### config.mk
export PLATFORM = sky130hd
export DESIGN_NAME = julian_day_to_calendar
export DESIGN_NICKNAME = d
export VERILOG_FILES = /design/src/hw/rtl/jdc_pkg.sv /design/src/hw/rtl/julian_day_to_calendar.sv /design/src/hw/rtl/jdc_date_pipe.sv /design/src/hw/rtl/jdc_time_pipe.sv
export SDC_FILE = /design/constraint.sdc
export NUM_CORES = 2
export LEC_CHECK = 0
export BUFFER_PORTS_ARGS = -buffer_cell sky130_fd_sc_hd__buf_2
export CELL_PAD_IN_SITES_DETAIL_PLACEMENT = 1
export CELL_PAD_IN_SITES_GLOBAL_PLACEMENT = 1
export CORE_MARGIN = 2
export CORE_UTILIZATION = 25
export DETAILED_ROUTE_END_ITERATION = 12
export HOLD_SLACK_MARGIN = 0.12
export PLACE_DENSITY_LB_ADDON = 0.2
export SYNTH_ARGS = -nofsm -noshare
export SYNTH_HDL_FRONTEND = slang
export SYNTH_SLANG_ARGS = --single-unit
### constraint.sdc
create_clock -name clk_i -period 16.94 [get_ports clk_i]
set_clock_uncertainty 0.15 [all_clocks]
set_input_delay 2.541 -clock clk_i [delete_from_list [all_inputs] [get_ports clk_i]]
set_output_delay 2.541 -clock clk_i [all_outputs]
set_load 0.02 [all_outputs]
### src/hw/rtl/jdc_pkg.sv
// Shared types and constants for the Julian day to calendar converter.
// Used by every module of the block; depends on nothing.
package jdc_pkg;

  localparam int DAY_COUNT_BITS = 25;
  localparam int DAY_FIELD_W    = 25;
  localparam int SEC_W          = 17;
  localparam int NUM_STAGES     = 11;

  // day path widths
  localparam int X1_W = DAY_COUNT_BITS + 2;   // 4a - offset
  localparam int B_W  = X1_W - 17;            // century count
  localparam int C_W  = DAY_COUNT_BITS + 1;
  localparam int X2_W = DAY_COUNT_BITS + 7;   // 100c - offset
  localparam int D_W  = X2_W - 15;
  localparam int G_W  = 9;                    // day within shifted year
  localparam int F_W  = 4;
  localparam int F_K  = 23;

  localparam longint unsigned GREG_START = 64'd2299161;
  localparam longint unsigned B_OFS      = 64'd7468865;
  localparam longint unsigned B_DIV      = 64'd146097;
  localparam longint unsigned B_MUL      = (64'd1 << X1_W) / B_DIV;
  localparam longint unsigned D_OFS      = 64'd12210;
  localparam longint unsigned D_DIV      = 64'd36525;
  localparam longint unsigned D_MUL      = (64'd1 << X2_W) / D_DIV;
  localparam longint unsigned F_SCALE    = 64'd10000;
  localparam longint unsigned F_DIV      = 64'd306001;
  localparam longint unsigned FG_MUL     = F_SCALE * ((64'd1 << F_K) / F_DIV);
  localparam int              YEAR_OFS   = 4715;

  // time path
  localparam longint unsigned SEC_MAX    = 64'd86399;
  localparam int              H_K        = 17;
  localparam longint unsigned H_DIV      = 64'd3600;
  localparam longint unsigned H_MUL      = (64'd1 << H_K) / H_DIV;
  localparam int              M_K        = 12;
  localparam longint unsigned M_DIV      = 64'd60;
  localparam longint unsigned M_MUL      = (64'd1 << M_K) / M_DIV;

  localparam int MONTH_JAN = 1;
  localparam int MONTH_MAR = 3;

  typedef struct packed {
    logic [DAY_FIELD_W-1:0] day_count;
    logic [SEC_W-1:0]       seconds_of_day;
  } jdc_in_t;

  typedef struct packed {
    logic signed [17:0] cal_year;
    logic [3:0]         cal_month;
    logic [4:0]         cal_day;
    logic [4:0]         hour_of_day;
    logic [5:0]         minute_of_hour;
    logic [5:0]         second_of_minute;
  } jdc_out_t;

  typedef struct packed {
    logic enable;
  } jdc_ctrl_t;

  // floor(30.6001 * f)
  function automatic logic [G_W-1:0] jdc_month_base(input logic [F_W-1:0] f);
    logic [G_W-1:0] r;
    case (f)
      4'd0:    r = 9'd0;
      4'd1:    r = 9'd30;
      4'd2:    r = 9'd61;
      4'd3:    r = 9'd91;
      4'd4:    r = 9'd122;
      4'd5:    r = 9'd153;
      4'd6:    r = 9'd183;
      4'd7:    r = 9'd214;
      4'd8:    r = 9'd244;
      4'd9:    r = 9'd275;
      4'd10:   r = 9'd306;
      4'd11:   r = 9'd336;
      4'd12:   r = 9'd367;
      4'd13:   r = 9'd397;
      4'd14:   r = 9'd428;
      4'd15:   r = 9'd459;
      default: r = 9'd0;
    endcase
    return r;
  endfunction

endpackage

### src/hw/rtl/julian_day_to_calendar.sv
// Julian day number to calendar date and time of day, top level.
// Depends on jdc_pkg, jdc_date_pipe and jdc_time_pipe.
//
// Input channel: in_word_i carries a Julian day number (integer part of
// JD + 0.5) and the seconds since midnight; the word is taken at a clock
// edge with in_valid_i high and in_stall_o low. Output channel: out_word_o
// carries year, month, day, hour, minute and second; it is taken at an
// edge with out_valid_o high and out_stall_i low. Seconds above 86399 read
// as 23:59:59 on the same day.
// Days before 2299161 use the Julian calendar, later ones the Gregorian.
// out_valid_o comes from the last of 11 register stages, the first loaded at
// the accepting edge; one word per cycle is accepted while in_stall_o is low,
// set by the 11-stage datapath with a multiply in each division stage.
// Every stage advances together; while the output word is
// valid and stalled the whole pipeline holds and in_stall_o is high, so
// nothing is lost or repeated. With no valid output word the pipeline
// keeps moving and empty stages are filled.
// Reset clears all valid bits; the datapath registers are not reset.
module julian_day_to_calendar
  import jdc_pkg::*;
(
  input  logic     clk_i,
  input  logic     rst_ni,
  input  logic     in_valid_i,
  output logic     in_stall_o,
  input  jdc_in_t  in_word_i,
  output logic     out_valid_o,
  input  logic     out_stall_i,
  output jdc_out_t out_word_o
);

  logic [NUM_STAGES-1:0] valid_q, valid_d;
  jdc_ctrl_t             ctrl;

  assign ctrl.enable = !(valid_q[NUM_STAGES-1] && out_stall_i);
  assign in_stall_o  = !ctrl.enable;
  assign valid_d     = {valid_q[NUM_STAGES-2:0], in_valid_i};

  always_ff @(posedge clk_i or negedge rst_ni) begin
    if (!rst_ni) begin
      valid_q <= '0;
    end else if (ctrl.enable) begin
      valid_q <= valid_d;
    end
  end

  jdc_date_pipe u_date (
    .clk_i   (clk_i),
    .ctrl_i  (ctrl),
    .day_i   (DAY_COUNT_BITS'(in_word_i.day_count)),
    .year_o  (out_word_o.cal_year),
    .month_o (out_word_o.cal_month),
    .dom_o   (out_word_o.cal_day)
  );

  jdc_time_pipe u_time (
    .clk_i    (clk_i),
    .ctrl_i   (ctrl),
    .sec_i    (in_word_i.seconds_of_day),
    .hour_o   (out_word_o.hour_of_day),
    .minute_o (out_word_o.minute_of_hour),
    .second_o (out_word_o.second_of_minute)
  );

  assign out_valid_o = valid_q[NUM_STAGES-1];

endmodule

### src/hw/rtl/jdc_date_pipe.sv
// Eleven-stage date datapath: day number to year, month and day of month.
// Depends on jdc_pkg; constant divisions use reciprocal multiply and one correction.
module jdc_date_pipe
  import jdc_pkg::*;
(
  input  logic                      clk_i,
  input  jdc_ctrl_t                 ctrl_i,
  input  logic [DAY_COUNT_BITS-1:0] day_i,
  output logic signed [17:0]        year_o,
  output logic [3:0]                month_o,
  output logic [4:0]                dom_o
);

  localparam int BP_W = X1_W + B_W;
  localparam int DP_W = X2_W + D_W;
  localparam int FP_W = G_W + 19;

  // S1
  logic [DAY_COUNT_BITS-1:0] a1_q;
  logic                      greg1_q;
  logic [X1_W-1:0]           x1_1_q;
  // S2
  logic [DAY_COUNT_BITS-1:0] a2_q;
  logic                      greg2_q;
  logic [X1_W-1:0]           x1_2_q;
  logic [B_W-1:0]            b0_2_q;
  // S3
  logic [DAY_COUNT_BITS-1:0] a3_q;
  logic                      greg3_q;
  logic [B_W-1:0]            b3_q;
  // S4..S11
  logic [C_W-1:0]            c4_q, c5_q, c6_q, c7_q;
  logic [X2_W-1:0]           x2_5_q, x2_6_q;
  logic [D_W-1:0]            d0_6_q;
  logic [D_W-1:0]            d7_q, d8_q, d9_q, d10_q;
  logic [G_W-1:0]            g8_q, g9_q, g10_q;
  logic [F_W-1:0]            f0_9_q, f10_q;
  logic signed [17:0]        year_q;
  logic [3:0]                month_q;
  logic [4:0]                dom_q;

  logic [BP_W-1:0]   b_prod;
  logic [X1_W-1:0]   b_rem;
  logic [B_W-1:0]    b_d;
  logic [C_W-1:0]    c_d;
  logic [X2_W-1:0]   x2_d;
  logic [DP_W-1:0]   d_prod;
  logic [X2_W-1:0]   d_rem;
  logic [D_W-1:0]    d_d;
  logic [D_W+10:0]   e_prod;
  logic [C_W-1:0]    g_full;
  logic [FP_W-1:0]   f_prod;
  logic [F_K-1:0]    f_num;
  logic [F_K-1:0]    f_rem;
  logic [F_W-1:0]    f_d;
  logic [3:0]        month_d;
  logic [G_W-1:0]    dom_full;

  always_comb begin
    b_prod   = BP_W'(x1_1_q) * BP_W'(B_MUL);
    b_rem    = x1_2_q - X1_W'(b0_2_q * X1_W'(B_DIV));
    b_d      = (b_rem >= X1_W'(B_DIV)) ? b0_2_q + B_W'(1) : b0_2_q;
    if (greg3_q) begin
      c_d = C_W'(a3_q) + C_W'(b3_q) - C_W'(b3_q >> 2) + C_W'(1525);
    end else begin
      c_d = C_W'(a3_q) + C_W'(1524);
    end
    x2_d     = X2_W'(c4_q) * X2_W'(100) - X2_W'(D_OFS);
    d_prod   = DP_W'(x2_5_q) * DP_W'(D_MUL);
    d_rem    = x2_6_q - X2_W'(d0_6_q * X2_W'(D_DIV));
    d_d      = (d_rem >= X2_W'(D_DIV)) ? d0_6_q + D_W'(1) : d0_6_q;
    e_prod   = (D_W+11)'(d7_q) * (D_W+11)'(1461);
    g_full   = c7_q - C_W'(e_prod[D_W+10:2]);
    f_prod   = FP_W'(g8_q) * FP_W'(FG_MUL);
    f_num    = F_K'(g9_q) * F_K'(F_SCALE);
    f_rem    = f_num - F_K'(f0_9_q * F_K'(F_DIV));
    f_d      = (f_rem >= F_K'(F_DIV)) ? f0_9_q + F_W'(1) : f0_9_q;
    month_d  = (f10_q >= 4'd14) ? f10_q - 4'd13 : f10_q - 4'd1;
    dom_full = g10_q - jdc_month_base(f10_q);
  end

  always_ff @(posedge clk_i) begin
    if (ctrl_i.enable) begin
      a1_q    <= day_i;
      greg1_q <= (64'(day_i) >= GREG_START);
      x1_1_q  <= X1_W'({day_i, 2'b00}) - X1_W'(B_OFS);

      a2_q    <= a1_q;
      greg2_q <= greg1_q;
      x1_2_q  <= x1_1_q;
      b0_2_q  <= b_prod[X1_W+B_W-1:X1_W];

      a3_q    <= a2_q;
      greg3_q <= greg2_q;
      b3_q    <= b_d;

      c4_q    <= c_d;

      c5_q    <= c4_q;
      x2_5_q  <= x2_d;

      c6_q    <= c5_q;
      x2_6_q  <= x2_5_q;
      d0_6_q  <= d_prod[X2_W+D_W-1:X2_W];

      c7_q    <= c6_q;
      d7_q    <= d_d;

      d8_q    <= d7_q;
      g8_q    <= g_full[G_W-1:0];

      d9_q    <= d8_q;
      g9_q    <= g8_q;
      f0_9_q  <= f_prod[F_K+F_W-1:F_K];

      d10_q   <= d9_q;
      g10_q   <= g9_q;
      f10_q   <= f_d;

      year_q  <= $signed(18'(d10_q) - 18'(YEAR_OFS)
                 - ((month_d >= 4'(MONTH_MAR)) ? 18'd1 : 18'd0));
      month_q <= month_d;
      dom_q   <= dom_full[4:0];
    end
  end

  assign year_o  = year_q;
  assign month_o = month_q;
  assign dom_o   = dom_q;

endmodule

### src/hw/rtl/jdc_time_pipe.sv
// Time-of-day datapath: seconds since midnight to hour, minute and second,
// delayed to match the date path. Depends on jdc_pkg.
module jdc_time_pipe
  import jdc_pkg::*;
(
  input  logic             clk_i,
  input  jdc_ctrl_t        ctrl_i,
  input  logic [SEC_W-1:0] sec_i,
  output logic [4:0]       hour_o,
  output logic [5:0]       minute_o,
  output logic [5:0]       second_o
);

  localparam int TIME_STAGES = 5;
  localparam int DLY = NUM_STAGES - TIME_STAGES;

  typedef struct packed {
    logic [4:0] hour;
    logic [5:0] minute;
    logic [5:0] second;
  } hms_t;

  logic [SEC_W-1:0] s1_q, s2_q;
  logic [4:0]       h0_2_q, h3_q, h4_q;
  logic [11:0]      rem3_q, rem4_q;
  logic [5:0]       m0_4_q;
  hms_t             hms5_q;
  hms_t             dly_q [DLY];

  logic [SEC_W-1:0] s_sat;
  logic [22:0]      h_prod;
  logic [SEC_W-1:0] h_rem;
  logic [18:0]      m_prod;
  logic [11:0]      m_rem;
  hms_t             hms_d;

  always_comb begin
    s_sat  = (64'(sec_i) > SEC_MAX) ? SEC_W'(SEC_MAX) : sec_i;
    h_prod = 23'(s1_q) * 23'(H_MUL);
    h_rem  = s2_q - SEC_W'(h0_2_q * SEC_W'(H_DIV));
    m_prod = 19'(rem3_q) * 19'(M_MUL);
    m_rem  = rem4_q - 12'(m0_4_q * 12'(M_DIV));
    hms_d.hour = h4_q;
    if (m_rem >= 12'(M_DIV)) begin
      hms_d.minute = m0_4_q + 6'd1;
      hms_d.second = 6'(m_rem - 12'(M_DIV));
    end else begin
      hms_d.minute = m0_4_q;
      hms_d.second = 6'(m_rem);
    end
  end

  always_ff @(posedge clk_i) begin
    if (ctrl_i.enable) begin
      s1_q   <= s_sat;
      s2_q   <= s1_q;
      h0_2_q <= h_prod[H_K+4:H_K];
      if (h_rem >= SEC_W'(H_DIV)) begin
        h3_q   <= h0_2_q + 5'd1;
        rem3_q <= 12'(h_rem - SEC_W'(H_DIV));
      end else begin
        h3_q   <= h0_2_q;
        rem3_q <= 12'(h_rem);
      end
      h4_q   <= h3_q;
      rem4_q <= rem3_q;
      m0_4_q <= m_prod[M_K+5:M_K];
      hms5_q <= hms_d;
      dly_q[0] <= hms5_q;
      for (int i = 1; i < DLY; i++) begin
        dly_q[i] <= dly_q[i-1];
      end
    end
  end

  assign hour_o   = dly_q[DLY-1].hour;
  assign minute_o = dly_q[DLY-1].minute;
  assign second_o = dly_q[DLY-1].second;

endmodule

==> impl_results.md <==
* Status: finished clean
* # hold bufs at CTS at 0
* #FFs+latches synth at 618
* Fin util at 0.281
* Synth top area share at 0.306
* Cell row count at between 150 and 200
* Post-DP HPWL at about 110 mm
* 1st-iter DRT viols at about 1.1k
* Post-Syn Area at between 50000 and 60000 um^2
* Final setup margin at 8.64 ns
* Clk pin slew, worst setup/hold paths at approximately 0.060 ns
* Register area at around 18000 um^2
* Sink Count at between 600 and 700
* Wirelength per Cell at around 16 um
* GPL Wtd Cong at ~0.81
* Clock tree from TritonCTS: built
* Pin count of the biggest net entering global routing at 80
* H-tree depth at 3
* Number of vias per cell at roughly 4.2
* Asr flop ratio synth at 0.0178
* Area growth from synthesis to layout at 11.7%
* Die X at roughly 490 um
* Post-synth EDFFs at 602
* Net count, final at between 6k and 7k
* Critical-path top delay cell: fa_1
* Max cap viols at 0
* WP data arrival at about 8.7 ns
* Final setup viols at 0
* Starting Density at 0.251
* Post-synth net total at approximately 6.8k
* Via count at between 30k and 40k
* Pre-CTS setup slack at around 8.6 ns
* Max Clock Freq at roughly 120 MHz
* Total GRT Usage at 0.115
* CP required at between 15 and 20 ns
* Kind of critical path: reg -> reg
* HP Class: reg -> reg
* Top-count cell post-synth: ha_1
* Layout cell share with drive strength beyond 1 at 0.0513
* Mean Syn Cell Area at 11.7 um^2
* Worst slew margin at 0.152
* Initial antenna violation count at 2
* IO Port Bufs at 91
* Setup TNS at 0 ns
* CTS buffer count at 76
* Slew of the pin with the lowest slew margin at 1.27 ns
* Period utilisation layout at 0.490
* RSZ-0062 raised after global routing: no
* CP max FO at 6
* DRC viols at 0
* Multi-input logic area at around 37000 um^2
* Clk_lat worst skew at approximately 0.68 ns
* Synth top area cells: edfxtp_1, ha_1, fa_1
* Area leader, netlist: edfxtp_1
* Setup crit end kind: flip-flop
* Yosys cell types at 99
* Vias in the first global route at between 30k and 40k
* DR pass1 iterations at 5
* Seq/Total Area, Yosys at 0.312
* Fill count at 26.0k
* DIE AREA at approximately 240000 um^2
* Post-CTS Setup Repair Bufs at 0
* Top Ports at 92
* Total core area at 235000 um^2
* Clock Path Buffers at 3
* Synth warnings at 0
* Post-route minimum period at between 8 and 9 ns
* Die Y at approximately 490 um
* CP dominant cell by count: ha_1
* First-pass GRT wire length at between 200 and 250 mm
* Root buf cell: clkbuf_16
* Final Hold Vio Count at 0
* Grt ovf at 0
* Post-CTS Resized at 0
* Cells after Synth at roughly 5.1k
* Final hold slack at ~0.24 ns
* Post-synth top cells: ha_1, inv_1, fa_1
* Peak per-stage delay on the critical path at between 0.5 and 0.6 ns
* Synth Flop Type: edfxtp_1
* Final Max Tran Viols at 0
* Routed wire length at 137 mm
* Startpoint Class: flip-flop
* Remaining antenna violation count after routing at 0
[metrics by stage]
stage	instances	area, um^2
floorplan	5054	59100
global placement	8276	63400
detailed placement	8276	63400
CTS	8415	65900
global route	8416	65900
finish	8416	65900
[flip-flops by register name, indices dropped and copies added (netlist names), 18 cells and up, named ones only]
signal and flops:
u_date.x1_1_q 25, u_date.a2_q 25, u_date.a1_q 25, u_date.a3_q 25, u_date.x2_6_q 30, u_date.x1_2_q 25, u_date.year_o 18, u_time.dly_q 102
u_date.x2_5_q 30, u_date.c4_q 26
[kinds of logic after synthesis]
family,count (synthesis),synth area share
compound gates,698,0.0805
mux,26,0.00455
flops,618,0.312
simple gates,708,0.0613
buf+inv,1044,0.0665
xor+xnor,307,0.0458
fa+ha+maj,1653,0.429
[area by class of cell]
cell class	count	share of cell area
Antenna cell	1	0.0000379
Clock buffer	93	0.0304
Clock inverter	46	0.00746
Inverter	1008	0.0574
Multi-Input combinational cell	3392	0.556
Sequential cell	618	0.280
Tap cell	3150	0.0598
Timing Repair Buffer	108	0.00884
[per-layer routing]
metal / GRT usage / vias to the layer above / share of wire
li1: - / 17500 / -
met2: 0.196 / 273 / 0.47
met4: 0.0259 / 0 / 0.020
met1: 0.157 / 17600 / 0.49
met5: 0 / - / 0
met3: 0.0136 / 137 / 0.021
[final timing paths]
| kind | startpoint | endpoint | slack [ns] | depth (start not counted) |
|---|---|---|---|---|
| max reg2reg | u_date.g9_q[0] | flip-flop | 8.64 | 35 |
| min reg2reg | u_time.dly_q[4][3] | u_time.dly_q[5][3] | 0.24 | 0 |
| min | u_time.dly_q[4][3] | u_time.dly_q[5][3] | 0.24 | 0 |
| min in group asynchronous | rst_ni | valid_q[0] | 1.59 | 1 |
| max in group asynchronous | rst_ni | valid_q[6] | 14.84 | 1 |
| max | u_date.g9_q[0] | flip-flop | 8.64 | 35 |
[cell usage in the layout, fill, tap and decap left out, drive strengths merged, types with 17 or more instances in the layout]
master     n
nor3      68
clkbuf    93
buf      108
ha      1033
a31oi     19
o21ai    108
a21o     106
nand2b    34
edfxtp   602
nand4     29
o211ai    24
fa       620
mux2i     19
inv     1011
and3      32
nor2b     31
xor2      98
nor4      17
xnor2    208
a21oi    200
clkinv    31
o21a      33
nand2    162
a21boi    22
nand3     67
and2      17
a211oi    27
nor2     165
o21bai    39
[worst max-delay path: cells and delay by family (launching register included)]
| kind | cells | cell delay, ns |
|---|---|---|
| adders and majority gates | 8 | 2.87 |
| AOI/OAI and AO/OA | 11 | 2.22 |
| and+or+nand+nor | 8 | 1.59 |
| DFF | 1 | 0.45 |
| xor gates and xnor gates | 3 | 0.45 |
| buffers and inverters | 4 | 0.32 |
| muxes | 1 | 0.11 |
Power is left out: the tool's default activity adds up to more than one toggle a clock period on the data nets, which glitch-free logic cannot reach.
